--- src/eld_pkg.sv ---
package eld_pkg;

  // Angle and CORDIC sizing.
  localparam int ACC_BITS     = 24;
  localparam int ANGLE_BITS   = 16;
  localparam int CORDIC_STEPS = 16;
  localparam int ATAN_IW      = 5;   // index width of the 24-entry arctangent table
  localparam int CW           = 34;  // CORDIC x/y and sin/cos width, Q2.30 plus headroom
  localparam int ZW           = 32;  // residual angle width, 2^32 per turn
  localparam int MBW          = 18;  // multiplier B operand width
  localparam int PW           = CW + MBW;  // multiplier product width
  localparam int AW           = 2 * CW;    // product accumulator width

  localparam logic signed [CW-1:0] CORDIC_GAIN = 34'sd652032874;
  localparam logic [14:0] QUARTER_TURN = 15'd16384;

  // Configuration register indexes.
  localparam int CFG_IW = 2;
  localparam logic [CFG_IW-1:0] REG_SENSITIVITY = 2'd0;
  localparam logic [CFG_IW-1:0] REG_PITCH_LIMIT = 2'd1;

  localparam logic [15:0] SENSITIVITY_RESET = 16'd2330;
  localparam logic [14:0] PITCH_LIMIT_RESET = 15'd16202;

  typedef struct packed {
    logic signed [15:0] delta_x;
    logic signed [15:0] delta_y;
  } item_t;

  typedef struct packed {
    logic signed [15:0] look_x;
    logic signed [15:0] look_y;
    logic signed [15:0] look_z;
    logic        [15:0] yaw_angle;
    logic signed [15:0] pitch_angle;
  } result_t;

  // atan(2^-i) in 2^32-per-turn units.
  function automatic logic [29:0] atan_angle(input logic [ATAN_IW-1:0] i);
    logic [29:0] v;
    unique case (i)
      5'd0:  v = 30'd536870912;
      5'd1:  v = 30'd316933406;
      5'd2:  v = 30'd167458907;
      5'd3:  v = 30'd85004756;
      5'd4:  v = 30'd42667331;
      5'd5:  v = 30'd21354465;
      5'd6:  v = 30'd10680862;
      5'd7:  v = 30'd5340245;
      5'd8:  v = 30'd2670163;
      5'd9:  v = 30'd1335087;
      5'd10: v = 30'd667544;
      5'd11: v = 30'd333772;
      5'd12: v = 30'd166886;
      5'd13: v = 30'd83443;
      5'd14: v = 30'd41722;
      5'd15: v = 30'd20861;
      5'd16: v = 30'd10430;
      5'd17: v = 30'd5215;
      5'd18: v = 30'd2608;
      5'd19: v = 30'd1304;
      5'd20: v = 30'd652;
      5'd21: v = 30'd326;
      5'd22: v = 30'd163;
      5'd23: v = 30'd81;
      default: v = 30'd0;
    endcase
    return v;
  endfunction

endpackage

--- src/euler_angle_look_direction.sv ---
// Takes no new item until the last one's result has been issued: item_stall is high
// from the transfer until the result is loaded, and a stalled receiver prolongs it.
// One CORDIC stage runs CORDIC_STEPS steps for pitch then for yaw, and one
// 34x18 multiplier forms the delta products whole and both look products in two halves each.
// Reset (rst, synchronous): yaw and pitch cleared, registers to their defaults
// (sensitivity 2330, pitch limit 16202), no result pending.
module euler_angle_look_direction (
  input  logic                     clk,
  input  logic                     rst,
  input  logic                     item_valid,
  output logic                     item_stall,
  input  eld_pkg::item_t           item,
  output logic                     result_valid,
  input  logic                     result_stall,
  output eld_pkg::result_t         result,
  input  logic                     cfg_valid,
  output logic                     cfg_ready,
  input  logic [eld_pkg::CFG_IW-1:0] cfg_index,
  input  logic [15:0]              cfg_data
);
  import eld_pkg::*;

  localparam logic [3:0] S_IDLE   = 4'd0;
  localparam logic [3:0] S_MULX   = 4'd1;
  localparam logic [3:0] S_MULY   = 4'd2;
  localparam logic [3:0] S_PCLAMP = 4'd3;
  localparam logic [3:0] S_LOAD   = 4'd4;
  localparam logic [3:0] S_CORD   = 4'd5;
  localparam logic [3:0] S_ROT    = 4'd6;
  localparam logic [3:0] S_MX0    = 4'd7;
  localparam logic [3:0] S_MX1    = 4'd8;
  localparam logic [3:0] S_MZ0    = 4'd9;
  localparam logic [3:0] S_MZ1    = 4'd10;
  localparam logic [3:0] S_MZE    = 4'd11;
  localparam logic [3:0] S_FIN    = 4'd12;

  localparam logic [ATAN_IW-1:0] LAST_STEP = ATAN_IW'(CORDIC_STEPS - 1);

  logic [3:0]               state;
  logic [15:0]              sensitivity;
  logic [14:0]              pitch_limit;
  logic [ACC_BITS-1:0]      yaw_accum;
  logic signed [ACC_BITS-1:0] pitch_accum;
  logic signed [15:0]       dx;
  logic signed [15:0]       dy;
  logic                     pass;   // low: pitch pass, high: yaw pass
  logic [ATAN_IW-1:0]       step;
  logic [1:0]               quad;
  logic signed [CW-1:0]     x;
  logic signed [CW-1:0]     y;
  logic signed [ZW-1:0]     z;
  logic signed [CW-1:0]     cp;
  logic signed [CW-1:0]     sp;
  logic signed [CW-1:0]     cy;
  logic signed [CW-1:0]     sy;
  logic signed [PW-1:0]     prod;
  logic signed [AW-1:0]     acc_x;
  logic signed [AW-1:0]     acc_z;

  logic signed [CW-1:0]     mul_a;
  logic signed [MBW-1:0]    mul_b;
  logic signed [PW-1:0]     mul_p;
  logic signed [CW-1:0]     x_sh;
  logic signed [CW-1:0]     y_sh;
  logic signed [ZW-1:0]     atan_z;
  logic [ACC_BITS-1:0]      angle_src;
  logic [31:0]              angle32;
  logic [14:0]              lim;
  logic signed [CW-1:0]     lim_acc;
  logic signed [CW-1:0]     p_sum;
  logic signed [CW-1:0]     p_clamped;
  logic signed [CW-1:0]     rot_c;
  logic signed [CW-1:0]     rot_s;
  logic signed [AW-1:0]     round_x;
  logic signed [AW-1:0]     round_z;
  logic signed [CW-1:0]     round_y;
  result_t                  result_next;

  function automatic logic signed [15:0] sat_q15(input logic signed [22:0] v);
    logic signed [15:0] r;
    if (v > 23'sd32767) begin
      r = 16'sd32767;
    end else if (v < -23'sd32768) begin
      r = -16'sd32768;
    end else begin
      r = v[15:0];
    end
    return r;
  endfunction

  assign item_stall = (state != S_IDLE);
  assign cfg_ready  = 1'b1;

  // Shared multiplier operand selection. Look products split cos(pitch) into
  // an unsigned low half and a signed high half.
  always_comb begin
    mul_a = CW'(dx);
    mul_b = $signed({2'b00, sensitivity});
    unique case (state)
      S_MULY: mul_a = CW'(dy);
      S_MX0: begin
        mul_a = sy;
        mul_b = $signed({2'b00, cp[15:0]});
      end
      S_MX1: begin
        mul_a = sy;
        mul_b = cp[CW-1:16];
      end
      S_MZ0: begin
        mul_a = cy;
        mul_b = $signed({2'b00, cp[15:0]});
      end
      S_MZ1: begin
        mul_a = cy;
        mul_b = cp[CW-1:16];
      end
      default: ;
    endcase
  end

  assign mul_p = mul_a * mul_b;

  // Pitch update and clamp.
  assign lim       = (pitch_limit > QUARTER_TURN) ? QUARTER_TURN : pitch_limit;
  assign lim_acc   = $signed({11'b0, lim, 8'b0});
  assign p_sum     = CW'(pitch_accum) + prod[CW-1:0];
  assign p_clamped = (p_sum > lim_acc) ? lim_acc : ((p_sum < -lim_acc) ? -lim_acc : p_sum);

  // Angle for the CORDIC pass: top ANGLE_BITS of the accumulator at the top
  // of a 32-bit binary angle.
  assign angle_src = pass ? yaw_accum : pitch_accum;
  assign angle32   = 32'(angle_src[ACC_BITS-1 -: ANGLE_BITS]) << (32 - ANGLE_BITS);

  assign x_sh   = x >>> step;
  assign y_sh   = y >>> step;
  assign atan_z = $signed(ZW'(atan_angle(step)));

  always_comb begin
    unique case (quad)
      2'd0: begin
        rot_c = x;
        rot_s = y;
      end
      2'd1: begin
        rot_c = -y;
        rot_s = x;
      end
      2'd2: begin
        rot_c = -x;
        rot_s = -y;
      end
      default: begin
        rot_c = y;
        rot_s = -x;
      end
    endcase
  end

  assign round_x = acc_x + (AW'(1) <<< 44);
  assign round_z = acc_z + (AW'(1) <<< 44);
  assign round_y = sp + CW'(16384);

  always_comb begin
    result_next.look_x      = sat_q15(23'(round_x >>> 45));
    result_next.look_y      = sat_q15(23'(round_y >>> 15));
    result_next.look_z      = sat_q15(23'(round_z >>> 45));
    result_next.yaw_angle   = yaw_accum[ACC_BITS-1:8];
    result_next.pitch_angle = pitch_accum[ACC_BITS-1:8];
  end

  always_ff @(posedge clk) begin
    if (rst) begin
      state        <= S_IDLE;
      sensitivity  <= SENSITIVITY_RESET;
      pitch_limit  <= PITCH_LIMIT_RESET;
      yaw_accum    <= '0;
      pitch_accum  <= '0;
      result_valid <= 1'b0;
      pass         <= 1'b0;
      step         <= '0;
    end else begin
      if (cfg_valid && cfg_ready) begin
        if (cfg_index == REG_SENSITIVITY) begin
          sensitivity <= cfg_data;
        end else if (cfg_index == REG_PITCH_LIMIT) begin
          pitch_limit <= cfg_data[14:0];
        end
      end

      // In S_FIN a new result replaces the one being transferred.
      if (result_valid && !result_stall && state != S_FIN) begin
        result_valid <= 1'b0;
      end

      unique case (state)
        S_IDLE: begin
          if (item_valid) begin
            dx    <= item.delta_x;
            dy    <= item.delta_y;
            state <= S_MULX;
          end
        end
        S_MULX: begin
          prod  <= mul_p;
          state <= S_MULY;
        end
        S_MULY: begin
          yaw_accum <= yaw_accum + prod[ACC_BITS-1:0];
          prod      <= mul_p;
          state     <= S_PCLAMP;
        end
        S_PCLAMP: begin
          pitch_accum <= p_clamped[ACC_BITS-1:0];
          pass        <= 1'b0;
          state       <= S_LOAD;
        end
        S_LOAD: begin
          x     <= CORDIC_GAIN;
          y     <= '0;
          z     <= $signed({2'b00, angle32[29:0]});
          quad  <= angle32[31:30];
          step  <= '0;
          state <= S_CORD;
        end
        S_CORD: begin
          if (!z[ZW-1]) begin
            x <= x - y_sh;
            y <= y + x_sh;
            z <= z - atan_z;
          end else begin
            x <= x + y_sh;
            y <= y - x_sh;
            z <= z + atan_z;
          end
          step <= step + 1'b1;
          if (step == LAST_STEP) begin
            state <= S_ROT;
          end
        end
        S_ROT: begin
          if (!pass) begin
            cp    <= rot_c;
            sp    <= rot_s;
            pass  <= 1'b1;
            state <= S_LOAD;
          end else begin
            cy    <= rot_c;
            sy    <= rot_s;
            state <= S_MX0;
          end
        end
        S_MX0: begin
          prod  <= mul_p;
          state <= S_MX1;
        end
        S_MX1: begin
          acc_x <= AW'(prod);
          prod  <= mul_p;
          state <= S_MZ0;
        end
        S_MZ0: begin
          acc_x <= acc_x + (AW'(prod) <<< 16);
          prod  <= mul_p;
          state <= S_MZ1;
        end
        S_MZ1: begin
          acc_z <= -AW'(prod);
          prod  <= mul_p;
          state <= S_MZE;
        end
        S_MZE: begin
          acc_z <= acc_z - (AW'(prod) <<< 16);
          state <= S_FIN;
        end
        S_FIN: begin
          // Hold here until the previous result has been transferred.
          if (!result_valid || !result_stall) begin
            result       <= result_next;
            result_valid <= 1'b1;
            state        <= S_IDLE;
          end
        end
        default: state <= S_IDLE;
      endcase
    end
  end

endmodule

--- config.mk ---
export PLATFORM = sky130hd
export DESIGN_NAME = euler_angle_look_direction
export DESIGN_NICKNAME = d
export VERILOG_FILES = /design/src/eld_pkg.sv /design/src/euler_angle_look_direction.sv
export SDC_FILE = /design/constraint.sdc
export NUM_CORES = 2
export LEC_CHECK = 0
export ABC_AREA = 1
export ABC_CLOCK_PERIOD_IN_PS = 16600
export BUFFER_PORTS_ARGS = -buffer_cell sky130_fd_sc_hd__buf_2
export CORE_UTILIZATION = 40
export CTS_BUF_LIST = sky130_fd_sc_hd__clkbuf_8
export DETAILED_ROUTE_END_ITERATION = 10
export GPL_TIMING_DRIVEN = 0
export HOLD_SLACK_MARGIN = 0.03
export MAX_ROUTING_LAYER = met4
export PLACE_DENSITY = 0.54
export SLEW_MARGIN = 10
export SYNTH_ARGS = -nofsm -noshare
export SYNTH_HDL_FRONTEND = slang
export SYNTH_SLANG_ARGS = --single-unit
--- constraint.sdc ---
create_clock -name clk -period 16.6 [get_ports clk]
set_clock_uncertainty 0.15 [all_clocks]
set_input_delay 0.83 -clock clk [delete_from_list [all_inputs] [get_ports clk]]
set_output_delay 0.83 -clock clk [all_outputs]
set_load 0.05 [all_outputs]
==> qor.txt <==
Hold Path Cell Cnt -> 3
DR iter-0 viols -> 6,304
WP data arrival -> 10.24 ns
Num CTS Buffers -> 118
First-pass GRT wire length -> 433,900 µm
GRT Overall Usage -> 33.25%
WP data required -> 17.08 ns
Die Y -> 424.4 µm
CTS Sinks -> 612
Crit path kind -> flop to flop
H-tree depth -> 3
Total wire length -> 295,000 µm
Clock Tree Buf Depth -> 3
NumNets Final -> 11.11k
Asr flop ratio synth -> 0%
Initial core utilization -> 40.40%
Pre-antenna DRT Iters -> 7
Final Wtd Congestion -> 1.009
Vias in the first global route -> 67.05k
CTS tree -> yes
Clk root buf -> clkbuf_8
RSZ-0062 raised after global routing -> false
Initial antenna violation count -> 9
Post-synth EDFFs -> 492
# DRC -> 0
Worst Tran Pin Value -> 1.337 ns
Synthesized area per cell -> 7.363 µm²
Rows -> 154
CP most frequent cell -> inv_1
Area Overhead vs Synth -> 10.13%
FMAX -> 102.5 MHz
Synth Flop Type -> edfxtp_1
Post-DP HPWL -> 242,000 µm
DIE AREA -> 180,100 µm²
Status -> complete, no violations
Crit-path max FO -> 10
Post-Syn Instances -> 9,694
Critical path's largest stage delay -> 0.62 ns
DR vias/cell -> 5.481
Pin count of the biggest net entering global routing -> 33
Clk_lat worst skew -> 0.96 ns
# IOs -> 138
Fin crit share -> 58.79%
IO Port Bufs -> 135
Hold Fails Final Rpt -> 0
Wire length per cell -> 23.66 µm
Core area -> 176,700 µm²
Post_cts resized -> 0
Hold WC Path Type -> input pin to flop
Distinct cells, synth -> 67
Min Tclk post-route -> 9.759 ns
Synthesized flop and latch total -> 612
Reg2reg start -> state[3]$_SDFFE_PP0P_
CP max stage cell -> fa_1
Sequential share of the synthesized area -> 24.06%
TNS Setup -> 0 ns
Worst r2r dst -> prod[44]$_DFFE_PP_
Critical Path Start Type -> flop
Synthesized area -> 71,380 µm²
Finish-stage setup viols -> 0
Flop-to-flop setup slack -> 6.84 ns
Max-Cap Viols -> 0
GRT overflow -> 0
Final Max Tran Viols -> 0
WHS Endpoint -> result_valid$_SDFF_PP0_
Rel. slew slack -> 10.87%
Crit end category -> flop
CTS clock-pin slew for the worst setup and hold paths -> 0.07 ns
Worst R2R Path Depth -> 34
Synth Warn # -> 0
Layout cells sized above 1 -> 6.322%
Worst hold start -> result_stall
Detailed-route via count -> 68.35k
Final ANT Viol Nets -> 0
Die Width -> 424.4 µm
Syn Nets -> 10.78k
==> stage by stage <==
step	cell area (µm²)	worst slack [ns]	std cells	hold WS, ns	utilization (%)
after global placement	74980	6.761	12169	0.3041	42.44
after global routing	78610	6.400	12469	0.1057	44.49
after detailed placement	75450	6.987	12195	0.3135	42.70
after CTS	78600	6.868	12463	0.07718	44.48
after floorplan	71380	9.390	9694	0.2736	-
final	78620	6.841	12470	0.1610	44.49
==> worst max-delay path: cells and delay by family (launching register included) <==
family | cells | cell delay (ns)
adder cells (fa/ha/maj) | 7 | 3.39
buffers and inverters | 13 | 2.19
AO/OA/AOI/OAI | 6 | 1.79
AND/OR/NAND/NOR | 7 | 1.37
flip-flops | 1 | 0.36
XOR/XNOR | 1 | 0.18
==> cell usage in the layout (no fill, tap or decap), types with 41 or more instances in the layout <==
cell	netlist	routed
nand2_1	2339	2339
inv_1	1553	1577
nor2_1	969	964
nand3_1	660	660
fa_1	592	592
a21oi_1	548	547
edfxtp_1	492	492
o21ai_0	483	482
ha_1	440	440
buf_2	87	222
xor2_1	210	210
clkbuf_1	167	167
clkbuf_8	0	134
dfxtp_1	120	120
xnor2_1	118	118
nand4_1	102	102
nor3_1	91	89
a31oi_1	58	58
o211ai_1	50	50
dlygate4sd3_1	0	49
nor4_1	46	46
o21a_1	46	46
inv_2	41	41
==> layer usage <==
metal	GRT usage (%)	routed length [µm]	part of all wire [%]	up-vias
li1	-	-	-	32033
met1	42.19	125000	42	33059
met2	52.06	134000	45	2669
met3	4.635	19410	6.6	586
met4	16.13	16660	5.6	0
met5	-	0	0	-
==> registers in the layout (all words and copies together) (netlist names), 52 cells and up <==
register and count:
acc_x 52, acc_z 52, prod 52, result 80
==> worst max path at each step <==
stage                                      from             endpoint  slack [ns]  cells after the start
after detailed placement  state[3]$_SDFFE_PP0P_   prod[44]$_DFFE_PP_        6.99                     34
after floorplan           state[3]$_SDFFE_PP0P_   prod[48]$_DFFE_PP_        9.39                     36
after global routing      state[3]$_SDFFE_PP0P_   prod[48]$_DFFE_PP_        6.40                     36
after global placement    state[2]$_SDFFE_PP0P_  y[22]$_SDFFCE_PN0P_        6.76                      6
final                     state[3]$_SDFFE_PP0P_   prod[44]$_DFFE_PP_        6.84                     34
after CTS                 state[3]$_SDFFE_PP0P_   prod[44]$_DFFE_PP_        6.87                     34
==> area by class of cell <==
class | instances | area, µm²
clock buffers | 134 | 1844
multi-input cells | 7173 | 46840
fillers | 18287 | 98080
diodes | 7 | 17.52
plain buffers | 309 | 1415
repair buffers | 210 | 1574
inverters | 1600 | 6011
well taps | 2340 | 2928
clock inverters | 85 | 812.0
flip-flops and latches | 612 | 17180
==> synth_stat cells (all sizes together) (50+ instances only) <==
cell	n	area share, %
a21oi	548	3.8
a31oi	58	0.51
buf	142	1.1
clkbuf	167	0.88
dfxtp	120	3.4
edfxtp	492	21
fa	592	17
ha	440	7.7
inv	1595	8.4
nand2	2360	12
nand3	665	4.7
nand4	103	0.91
nor2	1002	5.4
nor3	101	0.79
o211ai	50	0.53
o21ai	524	3.8
xnor2	118	1.4
xor2	210	2.6
==> what timing repair did <==
item                                    in CTS  in global routing
endpoints found under the setup margin       0                  0
endpoints found under the hold margin       60                  0
buffers inserted                             0                  0
hold buffers                                49                  0
==> cells by family after synthesis <==
family,Yosys count,share of synthesized area [%]
other cells,1,0.005254
compound gates,1457,11.73
buf+inv,1909,10.40
xor+xnor,328,4.025
simple gates,4355,25.46
fa+ha+maj,1032,24.32
flops,612,24.06
Power is left out: the tool's default activity adds up to more than one toggle a clock period on the data nets, which glitch-free logic cannot reach.
